[src/sv/cse_pkg.sv]
// Shared types, codes and constants for the cigar segment extractor.
// Used by cse_core, cigar_segment_extractor and cse_checker; depends on nothing.
package cse_pkg;

	localparam int POS_BITS   = 32;
	localparam int FIELD_W    = 32;
	localparam int CHAR_W     = 8;
	localparam int KIND_W     = 2;

	localparam int IN_DATA_W  = 48;
	localparam int OUT_DATA_W = 112;

	localparam int IN_START_LO  = 0;
	localparam int IN_MAPPED    = 32;
	localparam int IN_MINUS     = 33;
	localparam int IN_CHAR_LO   = 34;
	localparam int IN_USED_W    = 42;

	localparam int OUT_FIRST_LO  = 0;
	localparam int OUT_SECOND_LO = 32;
	localparam int OUT_STRAND    = 64;
	localparam int OUT_BAD_LO    = 65;
	localparam int OUT_COUNT_LO  = 73;
	localparam int OUT_USED_W    = 105;

	localparam logic [CHAR_W-1:0] CH_ZERO  = 8'd48;
	localparam logic [CHAR_W-1:0] CH_NINE  = 8'd57;
	localparam logic [CHAR_W-1:0] CH_M     = 8'h4D;
	localparam logic [CHAR_W-1:0] CH_N     = 8'h4E;
	localparam logic [CHAR_W-1:0] CH_I     = 8'h49;
	localparam logic [CHAR_W-1:0] CH_D     = 8'h44;
	localparam logic [CHAR_W-1:0] CH_S_UP  = 8'h53;
	localparam logic [CHAR_W-1:0] CH_S_LO  = 8'h73;

	typedef logic [POS_BITS-1:0] pos_t;
	typedef logic [FIELD_W-1:0]  field_t;

	typedef enum logic [KIND_W-1:0] {
		IN_READ  = 2'd0,
		IN_CIGAR = 2'd1,
		IN_STATS = 2'd2
	} in_kind_t;

	typedef enum logic [KIND_W-1:0] {
		OUT_EXON     = 2'd0,
		OUT_JUNCTION = 2'd1,
		OUT_BAD_CHAR = 2'd2,
		OUT_STATS    = 2'd3
	} out_kind_t;

	typedef struct packed {
		logic [KIND_W-1:0] kind;
		field_t            start_position;
		logic              mapped;
		logic              minus_strand;
		logic [CHAR_W-1:0] cigar_char;
	} item_t;

	typedef struct packed {
		out_kind_t         out_kind;
		field_t            first_pos;
		field_t            second_pos;
		logic              strand_bit;
		logic [CHAR_W-1:0] bad_char;
		field_t            read_count;
	} result_t;

	function automatic pos_t field_to_pos(field_t x);
		logic [63:0] w;
		w = 64'(x);
		return w[POS_BITS-1:0];
	endfunction

	function automatic field_t pos_to_field(pos_t p);
		logic [63:0] w;
		w = 64'(p);
		return w[FIELD_W-1:0];
	endfunction

endpackage

[src/sv/cigar_segment_extractor.sv]
// Cigar segment extractor top level: input register, step logic, result register.
// Depends on cse_pkg and cse_core.
//
// Takes one item per cycle unless a result is stalled: a begin-read item, a cigar
// character or a statistics request, and returns at most one result item (exon,
// junction, bad character or statistics), which shows from the result register. Each
// item goes through the input register, one pass of step logic (a multiply-by-ten
// accumulate or a position add and compare) and the result register, so a new item
// enters every cycle while the downstream side keeps m_tready high; a stalled
// result holds the input register and, once that is full, drops s_tready.
module cigar_segment_extractor import cse_pkg::*; (
	input  logic                  clk,
	input  logic                  arst_n,
	input  logic                  s_tvalid,
	output logic                  s_tready,
	input  logic [IN_DATA_W-1:0]  s_tdata,  // start_position, mapped, minus_strand, cigar_char
	input  logic [KIND_W-1:0]     s_tuser,  // kind
	output logic                  m_tvalid,
	input  logic                  m_tready,
	output logic [OUT_DATA_W-1:0] m_tdata,  // first_pos, second_pos, strand_bit, bad_char,
	                                        // read_count
	output logic [KIND_W-1:0]     m_tuser   // out_kind
);

	logic    valid_s1;
	item_t   item_s1;
	logic    valid_s2;
	result_t res_s2;
	logic    adv_s1;
	logic    core_valid;
	result_t core_res;
	item_t   item_in;

	assign adv_s1   = valid_s1 && (!valid_s2 || m_tready);
	assign s_tready = !valid_s1 || adv_s1;

	always_comb begin
		item_in.kind           = s_tuser;
		item_in.start_position = s_tdata[IN_START_LO +: FIELD_W];
		item_in.mapped         = s_tdata[IN_MAPPED];
		item_in.minus_strand   = s_tdata[IN_MINUS];
		item_in.cigar_char     = s_tdata[IN_CHAR_LO +: CHAR_W];
	end

	always_ff @(posedge clk or negedge arst_n) begin
		if (!arst_n) begin
			valid_s1 <= 1'b0;
		end else if (s_tready) begin
			valid_s1 <= s_tvalid;
		end
	end

	always_ff @(posedge clk) begin
		if (s_tvalid && s_tready)
			item_s1 <= item_in;
	end

	cse_core u_core (
		.clk       (clk),
		.arst_n    (arst_n),
		.step_en   (adv_s1),
		.item      (item_s1),
		.res_valid (core_valid),
		.res       (core_res)
	);

	always_ff @(posedge clk or negedge arst_n) begin
		if (!arst_n) begin
			valid_s2 <= 1'b0;
		end else if (adv_s1) begin
			valid_s2 <= core_valid;
		end else if (m_tready) begin
			valid_s2 <= 1'b0;
		end
	end

	always_ff @(posedge clk) begin
		if (adv_s1 && core_valid)
			res_s2 <= core_res;
	end

	assign m_tvalid = valid_s2;
	assign m_tuser  = res_s2.out_kind;

	always_comb begin
		m_tdata = '0;
		m_tdata[OUT_FIRST_LO  +: FIELD_W] = res_s2.first_pos;
		m_tdata[OUT_SECOND_LO +: FIELD_W] = res_s2.second_pos;
		m_tdata[OUT_STRAND]               = res_s2.strand_bit;
		m_tdata[OUT_BAD_LO    +: CHAR_W]  = res_s2.bad_char;
		m_tdata[OUT_COUNT_LO  +: FIELD_W] = res_s2.read_count;
	end

endmodule

[src/sv/cse_core.sv]
// Per-read state and the single-pass step logic of the cigar segment extractor.
// Depends on cse_pkg.
module cse_core import cse_pkg::*; (
	input  logic    clk,
	input  logic    arst_n,
	input  logic    step_en,
	input  item_t   item,
	output logic    res_valid,
	output result_t res
);

	pos_t   cursor_q, cursor_d;
	field_t len_q, len_d;
	logic   mapped_q, mapped_d;
	logic   strand_q, strand_d;
	pos_t   min_start_q, min_start_d;
	pos_t   max_end_q, max_end_d;
	field_t reads_q, reads_d;

	pos_t          sp;
	pos_t          end_pos;
	pos_t          end_m1;
	logic          raise;
	logic [35:0]   len_ext;
	logic [35:0]   len_next;

	always_comb begin
		sp       = field_to_pos(item.start_position);
		end_pos  = cursor_q + field_to_pos(len_q);
		end_m1   = end_pos - POS_BITS'(1);
		raise    = (end_pos != '0) && (end_m1 > max_end_q);
		len_ext  = {4'b0, len_q};
		len_next = (len_ext << 3) + (len_ext << 1) + 36'(item.cigar_char - CH_ZERO);
	end

	always_comb begin
		cursor_d    = cursor_q;
		len_d       = len_q;
		mapped_d    = mapped_q;
		strand_d    = strand_q;
		min_start_d = min_start_q;
		max_end_d   = max_end_q;
		reads_d     = reads_q;
		res_valid   = 1'b0;
		res         = '0;
		case (item.kind)
			IN_READ: begin
				if (reads_q != '1)
					reads_d = reads_q + FIELD_W'(1);
				cursor_d = sp;
				len_d    = '0;
				mapped_d = item.mapped;
				strand_d = ~item.minus_strand;
				if (item.mapped && (sp < min_start_q))
					min_start_d = sp;
			end
			IN_STATS: begin
				res_valid      = 1'b1;
				res.out_kind   = OUT_STATS;
				res.first_pos  = pos_to_field(min_start_q);
				res.second_pos = pos_to_field(max_end_q);
				res.read_count = reads_q;
			end
			IN_CIGAR: begin
				if (mapped_q) begin
					if (item.cigar_char inside {[CH_ZERO:CH_NINE]}) begin
						len_d = (len_next[35:32] != '0) ? '1 : len_next[31:0];
					end else begin
						len_d = '0;
						case (item.cigar_char)
							CH_M: begin
								if (raise)
									max_end_d = end_m1;
								cursor_d       = end_pos;
								res_valid      = 1'b1;
								res.out_kind   = OUT_EXON;
								res.first_pos  = pos_to_field(cursor_q);
								res.second_pos = pos_to_field(end_m1);
							end
							CH_N: begin
								if (raise)
									max_end_d = end_m1;
								cursor_d       = end_pos;
								res_valid      = 1'b1;
								res.out_kind   = OUT_JUNCTION;
								res.first_pos  = pos_to_field(cursor_q - POS_BITS'(1));
								res.second_pos = pos_to_field(end_pos);
								res.strand_bit = strand_q;
							end
							CH_D: begin
								if (raise)
									max_end_d = end_m1;
								cursor_d = end_pos;
							end
							CH_I, CH_S_UP, CH_S_LO: begin
								len_d = '0;
							end
							default: begin
								res_valid    = 1'b1;
								res.out_kind = OUT_BAD_CHAR;
								res.bad_char = item.cigar_char;
							end
						endcase
					end
				end
			end
			default: begin
			end
		endcase
	end

	always_ff @(posedge clk or negedge arst_n) begin
		if (!arst_n) begin
			cursor_q    <= '0;
			len_q       <= '0;
			mapped_q    <= 1'b0;
			strand_q    <= 1'b1;
			min_start_q <= '1;
			max_end_q   <= '0;
			reads_q     <= '0;
		end else if (step_en) begin
			cursor_q    <= cursor_d;
			len_q       <= len_d;
			mapped_q    <= mapped_d;
			strand_q    <= strand_d;
			min_start_q <= min_start_d;
			max_end_q   <= max_end_d;
			reads_q     <= reads_d;
		end
	end

endmodule

[config.mk]
export PLATFORM = sky130hd
export DESIGN_NAME = cigar_segment_extractor
export DESIGN_NICKNAME = d
export VERILOG_FILES = /design/src/sv/cse_pkg.sv /design/src/sv/cigar_segment_extractor.sv /design/src/sv/cse_core.sv
export SDC_FILE = /design/constraint.sdc
export NUM_CORES = 1
export LEC_CHECK = 0
export BUFFER_PORTS_ARGS = -buffer_cell sky130_fd_sc_hd__buf_2
export CELL_PAD_IN_SITES_DETAIL_PLACEMENT = 2
export CELL_PAD_IN_SITES_GLOBAL_PLACEMENT = 2
export CORE_AREA = 3 3 201 253
export CTS_BUF_LIST = sky130_fd_sc_hd__clkbuf_8
export DETAILED_ROUTE_END_ITERATION = 6
export DIE_AREA = 0 0 204 256
export PLACE_DENSITY_LB_ADDON = 0.1
export SLEW_MARGIN = 10
export SYNTH_ARGS = -nofsm -noshare
export SYNTH_HDL_FRONTEND = slang
export SYNTH_SLANG_ARGS = --single-unit
[constraint.sdc]
create_clock -name clk -period 12 [get_ports clk]
set_input_delay 0.6 -clock clk [delete_from_list [all_inputs] [get_ports clk]]
set_output_delay 0.6 -clock clk [all_outputs]
set_load 0.01 [all_outputs]
==> results of run 1 <==
==> per-stage QoR <==
stage	cells	cell area [µm²]	setup WS, ns	hold WS, ns
6_report	2958	24000	3.42	0.107
4_1_cts	2956	24000	3.54	0.0525
3_5_place_dp	2855	22900	3.62	0.407
2_1_floorplan	2123	21300	4.58	0.304
5_1_grt	2957	24000	2.91	0.0705
3_3_place_gp	2855	22900	3.89	0.409
==> critical path: cells and delay by family (launching register included) <==
kind,cells,cell delay (ns)
DFF,1,0.48
xor gates and xnor gates,1,0.62
muxes,1,0.41
buffers and inverters,4,1.03
and+or+nand+nor,8,1.74
AOI/OAI and AO/OA,8,3.06
adders and majority gates,3,1.07
==> report_power, final <==
part	switching, µW	total [µW]	internal (µW)
Combinational	958	1510	556
Clock	493	1030	532
Sequential	188	1500	1310
==> state kept, by name (all words and copies together), names as in the netlist <==
name,cells
u_core.strand_q,1
u_core.reads_q,32
u_core.len_q,32
u_core.mapped_q,1
m_tvalid,1
m_tuser,2
u_core.cursor_q,32
valid_s1,1
u_core.min_start_q,32
m_tdata,105
u_core.max_end_q,32
item_s1,44
==> worst max path at each step <==
stage                               start                  end  slack (ns)  depth (start not counted)
final                     u_core.len_q[0]  u_core.max_end_q[0]        3.42                         25
after detailed placement  u_core.len_q[0]  u_core.max_end_q[0]        3.62                         25
after CTS                 u_core.len_q[0]  u_core.max_end_q[0]        3.54                         25
after global placement    u_core.len_q[0]  u_core.max_end_q[0]        3.89                         26
after global routing      u_core.len_q[0]  u_core.max_end_q[0]        2.91                         25
after floorplan                item_s1[4]     u_core.len_q[10]        4.58                         15
==> metal layers <==
| metal | up-vias | track usage (%) |
|---|---|---|
| met3 | 165 | 3.89 |
| met1 | 9523 | 36.5 |
| met5 | - | 0 |
| met4 | 0 | 9.91 |
| met2 | 432 | 55.8 |
| li1 | 8149 | - |
==> cells in the final DEF (no fill, tap or decap), drive strengths merged, types with 49 or more instances in the layout <==
| cell type | count |
|---|---|
| dfrtp | 131 |
| nor2b | 61 |
| buf | 195 |
| a21o | 62 |
| and2 | 51 |
| xnor2 | 72 |
| inv | 126 |
| ha | 140 |
| o211ai | 49 |
| o21ai | 110 |
| nand2 | 158 |
| nor2 | 83 |
| nand3 | 98 |
| edfxtp | 151 |
| clkbuf | 57 |
| a21oi | 79 |
==> final cells by class <==
| class | instances | area (µm²) | area share, % |
|---|---|---|---|
| Timing Repair Buffer | 196 | 1090 | 4.54 |
| Inverter | 109 | 409 | 1.70 |
| Antenna cell | 2 | 5.00 | 0.0209 |
| Clock inverter | 43 | 319 | 1.33 |
| Tap cell | 651 | 815 | 3.39 |
| Sequential cell | 315 | 8680 | 36.2 |
| Multi-Input combinational cell | 1585 | 11900 | 49.6 |
| Clock buffer | 57 | 785 | 3.27 |
==> cell families after synthesis <==
group                      synth area share (%)
and+or+nand+nor                            16.8
AOI/OAI and AO/OA                          18.8
DFF                                        40.7
buffers and inverters                      4.16
adders and majority gates                  11.2
xor gates and xnor gates                   4.72
muxes                                      3.61
other                                    0.0176
==> results.sh, run 1 <==
export IMPL_cts_buffers=53
export IMPL_layout_drive_gt1_share_pct=16.1
export IMPL_cts_resized_gates=0
export IMPL_leakage_uw=0.0103
export IMPL_tightest_slew_ns=1.18
export IMPL_hold_end="item_s1[1]"
export IMPL_wl_met3_um=3190
export IMPL_finalHoldViolCount=0
export IMPL_fmax_mhz=117
export IMPL_antenna_left=0
export IMPL_die_x_um=204
export IMPL_fillers=5096
export IMPL_synth_edff_count=151
export IMPL_skew_ns=0.0382
export IMPL_grt_pass1_vias=20300
export IMPL_maxCapViolCount=0
export IMPL_drt_total_wl_um=79600
export IMPL_cp_end_kind="flip-flop"
export IMPL_yosysMostFrequentCell="nand2_1"
export IMPL_clk_pin_slew_ns=0.07
export IMPL_setup_tns_ns=0
export IMPL_outcome="finished, final reports clean"
export IMPL_ys_types=87
export IMPL_cts_sinks=315
export IMPL_synth_largest_area_cell="edfxtp_1"
export IMPL_yosysWarnings=0
export IMPL_hold_path_depth=1
export IMPL_avgSynthCellArea_um2=10.1
export IMPL_crit_required_ns=12.53
export IMPL_synth_main_ff_cell="edfxtp_1"
export IMPL_routed_via_density=6.18
export IMPL_reg2reg_to="u_core.max_end_q[0]"
export IMPL_die_h_um=256
export IMPL_grtUsageTotal_pct=30.3
export IMPL_synth_area_leaders="edfxtp_1, dfrtp_1, ha_1"
export IMPL_final_util_pct=49.1
export IMPL_wl_per_cell_um=26.9
export IMPL_crit_slowest_cell="a2111oi_0"
export IMPL_ioPinCount=170
export IMPL_max_stage_delay_ns=0.76
export IMPL_clock_latency_ns=0.67
export IMPL_htree_levels=2
export IMPL_rsz0062_at_grt="no"
export IMPL_grt_pass1_wl_um=123000
export IMPL_grt_ovfl_total=0
export IMPL_seq_area_frac_synth_pct=40.7
export IMPL_hold_path_startpoint="s_tdata[35]"
export IMPL_antenna_found_initial=2
export IMPL_async_reset_ff_share_pct=52.1
export IMPL_cts_tree="yes"
export IMPL_io_buffer_count=156
export IMPL_ys_ff_latch=315
export IMPL_cts_setup_buffers=0
export IMPL_remaining_drc_errors=0
export IMPL_cpMostUsedCell="buf_4"
export IMPL_synthTopCellsByCount="nand2_1, edfxtp_1, ha_1"
export IMPL_synth_cells=2117
export IMPL_dr_total_vias=18300
export IMPL_gp_congestion=0.900
export IMPL_dp_final_hpwl_um=58500
export IMPL_cts_hold_buf=1
export IMPL_min_period_ns=8.58
export IMPL_initialDrtViolationCount=1046
export IMPL_dr_wl_met2_um=42000
export IMPL_r2r_setup_slack_ns=3.42
export IMPL_grt_max_degree=76
export IMPL_peakVddDrop_uv=81.7
export IMPL_powerDensity_nw_per_um2=168
export IMPL_layout_nets=2486
export IMPL_cts_buffer_depth=3
export IMPL_p_total_uw=4040
export IMPL_critPathLaunchType="flip-flop"
export IMPL_slew_headroom_pct=21.0
export IMPL_maxSlewViolCount=0
export IMPL_drt_met1_wl_um=31800
export IMPL_start_util_pct=43.7
export IMPL_arrival_ns=9.12
export IMPL_core_area_um2=48800
export IMPL_num_rows=91
export IMPL_ff2ff_path_depth=25
export IMPL_first_pass_iters=6
export IMPL_fin_crit_sh_pct=71.5
export IMPL_syn_area_um2=21300
export IMPL_cts_root_buffer="clkbuf_8"
export IMPL_yosysTopAreaCellShare_pct=21.3
export IMPL_die_area_um2=52200
export IMPL_highest_layer="met4"
export IMPL_area_growth_pct=12.5
export IMPL_path_max_fanout=31
export IMPL_setup_violations=0
export IMPL_critPathKind="flip-flop to flip-flop"
export IMPL_r2r_start="u_core.len_q[0]"
export IMPL_hp_class="input port to flip-flop"
(Power assumes the default switching activity.)
==> inputs of run 2 (changes only) <==
CORE_AREA = 3 3 219 275   (was 3 3 201 253)
DIE_AREA = 0 0 222 278   (was 0 0 204 256)
clock period = 7.6 ns   (was 12 ns; I/O delays follow)
==> results.sh, run 2 (synthesis results as in run 1) <==
export IMPL_grt_ovfl_total=0
export IMPL_arrival_ns=7.63
export IMPL_leakage_uw=0.0107
export IMPL_crit_required_ns=8.16
export IMPL_dp_final_hpwl_um=58600
export IMPL_num_rows=99
export IMPL_setup_violations=0
export IMPL_ioPinCount=170
export IMPL_grt_pass1_vias=20200
export IMPL_htree_levels=2
export IMPL_largest_register_ffs=105
export IMPL_hp_class="input port to flip-flop"
export IMPL_p_total_uw=6590
export IMPL_grtUsageTotal_pct=25.2
export IMPL_antenna_left=0
export IMPL_rsz0062_at_grt="no"
export IMPL_io_buffer_count=156
export IMPL_placed_area_um2=23200
export IMPL_fin_crit_sh_pct=93.1
export IMPL_core_area_um2=58100
export IMPL_remaining_drc_errors=0
export IMPL_final_cell_mix="nand2_1, buf_2, edfxtp_1, ha_1, dfrtp_1"
export IMPL_routed_via_density=5.80
export IMPL_clk_pin_slew_ns=0.07
export IMPL_cts_tree="yes"
export IMPL_layout_nets=2558
export IMPL_initialDrtViolationCount=944
export IMPL_cp_end_kind="flip-flop"
export IMPL_die_x_um=222
export IMPL_crit_slowest_cell="o21ai_0"
export IMPL_slew_headroom_pct=18.7
export IMPL_use_met2_pct=46.1
export IMPL_gr_usage_met1_pct=30.4
export IMPL_max_stage_delay_ns=0.54
export IMPL_path_max_fanout=22
export IMPL_cts_buffers=56
export IMPL_min_period_ns=7.07
export IMPL_final_common_cell="nand2_1"
export IMPL_peakVddDrop_uv=114
export IMPL_die_area_um2=61700
export IMPL_wl_per_cell_um=25.1
export IMPL_cts_sinks=315
export IMPL_critPathKind="flip-flop to flip-flop"
export IMPL_start_util_pct=36.7
export IMPL_drt_total_wl_um=78800
export IMPL_layout_drive_gt1_share_pct=17.0
export IMPL_maxSlewViolCount=0
export IMPL_clock_latency_ns=0.70
export IMPL_fmax_mhz=141
export IMPL_grt_busiest_layer="met2"
export IMPL_setup_tns_ns=0
export IMPL_final_util_pct=42.9
export IMPL_first_pass_iters=5
export IMPL_cts_resized_gates=0
export IMPL_final_area_um2=24900
export IMPL_outcome="finished, final reports clean"
export IMPL_powerDensity_nw_per_um2=264
export IMPL_cpMostUsedCell="buf_4"
export IMPL_dr_total_vias=18200
export IMPL_gp_congestion=0.872
export IMPL_cts_buffer_depth=3
export IMPL_cts_root_buffer="clkbuf_8"
export IMPL_tightest_slew_ns=1.22
export IMPL_antenna_found_initial=1
export IMPL_grt_max_degree=104
export IMPL_maxCapViolCount=0
export IMPL_skew_ns=0.0458
export IMPL_grtUsageMet3_pct=3.29
export IMPL_stdcell_count=3138
export IMPL_crit_chain="ha_1 > inv_1 > fa_1 > nand2b_1 > a2111oi_0 > buf_4 > and4bb_2 > o21ai_0 > xor2_1 > a211o_1 > or2_2 > o41ai_1 > nand2_1 > ha_1 > nand4_1 > or2_2 > nor4_1 > buf_4 > a31oi_1 > buf_4 > a41oi_4 > buf_12 > mux2_2"
export IMPL_grt_pass1_wl_um=122000
export IMPL_critPathLaunchType="flip-flop"
export IMPL_finalHoldViolCount=0
export IMPL_area_growth_pct=16.9
export IMPL_die_h_um=278
export IMPL_dp_cells=2980
[run 2: cell count changes in the layout (fill, tap and decap cells not counted), moves of 2 or more]
cell / previous run / this run
buf_12: 0 / 2
inv_1: 125 / 121
dlygate4sd3_1: 1 / 47
clkinv_8: 2 / 0
bufinv_16: 4 / 7
clkinvlp_4: 0 / 3
clkbuf_8: 57 / 62
buf_4: 39 / 60
[run 2: layout make-up]
class                      count  area [µm²]
fill                        6230       33200
tap                          757         947
inverter                     109         409
clock inverter                44         404
sequential                   315        8680
antenna                        1        2.50
clock buffer                  62         853
multi-input combinational   1585       11900
timing repair buffer         265        1750
[run 2: per-stage QoR]
stage	worst slack, ns	hold WS (ns)
3_5_place_dp	0.354	0.338
4_1_cts	0.281	0.0984
3_3_place_gp	0.390	0.339
5_1_grt	0.0763	0.143
6_report	0.526	0.159
2_1_floorplan	0.178	0.0844
[run 2: worst max-delay path, delay by kind of cell (launching register included)]
kind | cells | cell delay (ns)
muxes | 1 | 0.35
adders and majority gates | 3 | 1.03
AOI/OAI and AO/OA | 6 | 2.14
and+or+nand+nor | 7 | 1.84
buffers and inverters | 5 | 0.91
xor gates and xnor gates | 1 | 0.17
DFF | 1 | 0.48
[run 2: power breakdown]
part / switching [µW] / internal (µW) / total, µW
registers: 289 / 2070 / 2360
clock network: 818 / 1000 / 1820
logic: 1490 / 917 / 2400
[run 2: routing by layer]
layer	share of wire [%]	routed length, µm	up-vias
met1	41	32400	9415
met3	3.4	2660	142
met4	3.7	2950	0
met5	0	0	-
li1	-	-	8302
met2	52	40900	344
[run 2: path summary, 6_finish.rpt]
path                                 start                    to  slack, ns  depth (start not counted)
min                               m_tready              m_tvalid       0.16                          3
max                        u_core.len_q[0]   u_core.max_end_q[0]       0.53                         23
min reg2reg                     item_s1[8]       u_core.strand_q       0.43                          1
max reg2reg                u_core.len_q[0]   u_core.max_end_q[0]       0.53                         23
max in group asynchronous           arst_n   u_core.cursor_q[23]       6.03                          3
min in group asynchronous           arst_n  u_core.max_end_q[21]       0.20                          2
[run 2: timing repair]
item	4_1_cts	5_1_grt
setup buffers	0	4
hold endpoints to repair	82	0
hold buffers	47	0
endpoints found under the setup margin	0	22
==> inputs of run 3 (changes only) <==
CTS_CLUSTER_DIAMETER = 200   (was unset)
REMOVE_ABC_BUFFERS = 1   (was unset)
==> results.sh, run 3 (synthesis results as in run 1) <==
export IMPL_layout_nets=2575
export IMPL_multi_input_area_um2=11900
export IMPL_p_total_uw=6480
export IMPL_reg2reg_to="u_core.max_end_q[10]"
export IMPL_hold_end="m_tvalid"
export IMPL_p_sw_uw=2580
export IMPL_die_h_um=278
export IMPL_maxCapViolCount=0
export IMPL_clk_pin_slew_ns=0.06
export IMPL_antenna_left=0
export IMPL_die_area_um2=61700
export IMPL_regArea_um2=8680
export IMPL_finalHoldViolCount=0
export IMPL_critPathLaunchType="flip-flop"
export IMPL_gp_congestion=0.867
export IMPL_worst_path_buf_inv=7
export IMPL_ff2ff_path_depth=27
export IMPL_drt_total_wl_um=77700
export IMPL_grt_pass1_wl_um=121000
export IMPL_crit_family="simple AND/OR/NAND/NOR gates"
export IMPL_r2r_start="u_core.len_q[0]"
export IMPL_violations="design-rule violations"
export IMPL_routed_via_density=5.76
export IMPL_wl_per_cell_um=24.6
export IMPL_min_period_ns=7.14
export IMPL_crit_required_ns=8.16
export IMPL_powerDensity_nw_per_um2=260
export IMPL_fmax_mhz=140
export IMPL_pwr_share_clk_pct=26.0
export IMPL_cp_end_kind="flip-flop"
export IMPL_r2r_setup_slack_ns=0.46
export IMPL_max_stage_delay_ns=0.53
export IMPL_largest_register_ffs=105
export IMPL_ioPinCount=170
export IMPL_slew_headroom_pct=22.7
export IMPL_antenna_found_initial=1
export IMPL_hold_path_startpoint="m_tready"
export IMPL_die_x_um=222
export IMPL_core_area_um2=58100
export IMPL_grt_max_degree=71
export IMPL_power_frac_seq_pct=36.1
export IMPL_io_buffer_count=156
export IMPL_initialDrtViolationCount=857
export IMPL_p_int_uw=3890
export IMPL_clock_latency_ns=0.70
export IMPL_tightest_slew_ns=1.16
export IMPL_grtUsageTotal_pct=24.9
export IMPL_maxSlewViolCount=0
export IMPL_outcome="finished with violations"
export IMPL_dr_total_vias=18200
export IMPL_final_common_cell="nand2_1"
export IMPL_critPathKind="flip-flop to flip-flop"
export IMPL_cts_tree="yes"
export IMPL_first_pass_iters=7
export IMPL_hold_path_depth=3
export IMPL_arrival_ns=7.71
export IMPL_grt_ovfl_total=0
export IMPL_layout_drive_gt1_share_pct=17.4
export IMPL_peakVddDrop_uv=150
export IMPL_final_util_pct=42.9
export IMPL_htree_levels=2
export IMPL_p_sw_share_pct=39.9
export IMPL_num_rows=99
export IMPL_cpMostUsedCell="buf_4"
export IMPL_cts_root_buffer="clkbuf_8"
export IMPL_final_cell_mix="nand2_1, buf_2, edfxtp_1, ha_1, dfrtp_1"
export IMPL_setup_violations=0
export IMPL_fillers=6232
export IMPL_remaining_drc_errors=7
export IMPL_path_max_fanout=6
export IMPL_skew_ns=0.0469
export IMPL_cts_buffers=58
export IMPL_rsz0062_at_grt="no"
export IMPL_pwr_share_comb_pct=37.9
export IMPL_grt_pass1_vias=20400
export IMPL_dp_final_hpwl_um=56800
export IMPL_leakage_uw=0.0107
export IMPL_hp_class="input port to flip-flop"
export IMPL_start_util_pct=36.7
export IMPL_crit_slowest_cell="a2111oi_0"
export IMPL_area_growth_pct=17.0
export IMPL_fin_crit_sh_pct=94.0
export IMPL_cts_buffer_depth=3
export IMPL_cts_sinks=315
-- run 3: cell count changes in the layout (fill, tap and decap cells not counted), moves of 2 or more --
cell        previous run  this run
inv_1                121       129
bufinv_16              7         3
clkinv_1              10         7
clkinvlp_4             3         6
buf_4                 60        76
inv_12                 2         0
buf_12                 2         0
-- run 3: area by class of cell --
class	count	share of cell area [%]
sequential	315	34.8
inverter	109	1.64
timing repair buffer	279	7.33
clock inverter	47	1.24
multi-input combinational	1586	47.7
tap	757	3.80
clock buffer	63	3.48
antenna	1	0.0100
-- run 3: stage by stage --
stage / cells / cell area (µm²) / setup TNS, ns / setup slack (ns) / hold slack, ns
finish: 3157 / 24900 / 0 / 0.459 / 0.174
global route: 3157 / 24900 / 0 / 0.104 / 0.143
CTS: 3152 / 24900 / 0 / 0.240 / 0.120
detailed placement: 2994 / 23200 / -0.510 / -0.0654 / 0.398
global placement: 2994 / 23200 / 0 / 0.0118 / 0.383
floorplan: 2009 / 20900 / -88.02 / -3.13 / 0.0844
-- run 3: how the worst max path moves through the flow --
stage                    start                   end  slack, ns  depth (start not counted)
6_report       u_core.len_q[0]  u_core.max_end_q[10]       0.46                         27
5_1_grt        u_core.len_q[0]  u_core.max_end_q[24]       0.10                         27
4_1_cts        u_core.len_q[0]  u_core.max_end_q[24]       0.24                         25
3_5_place_dp   u_core.len_q[0]  u_core.max_end_q[18]      -0.07                         25
3_3_place_gp   u_core.len_q[0]  u_core.max_end_q[22]       0.01                         28
2_1_floorplan       item_s1[4]      u_core.len_q[22]      -3.13                         14
-- run 3: power groups by stage --
stage	Clock [µW]	Combinational (µW)	Sequential [µW]
floorplan	0	1540	2280
global placement	0	2260	2350
detailed placement	0	2410	2360
CTS	1740	2450	2340
global route	1830	2730	2370
finish	1680	2450	2340
-- run 3: metal layers --
layer	vias up	routed length, µm	track usage [%]
li1	8341	-	-
met2	335	40000	45.3
met5	-	0	0
met1	9379	32700	30.5
met3	119	2610	3.35
met4	0	2370	7.98
-- run 3: repair_timing --
item	in CTS	in global routing
resized for setup	0	1
pin swaps	0	0
hold buffers	47	0
buffers inserted	0	4
setup endpoints to repair	9	18
hold endpoints to repair	92	0
gates cloned	1	0
-- run 3: tightest hold or removal path, cell delays in order --
cell,delay [ns]
buf_2,0.07
nor2b_1,0.06
or2_2,0.29
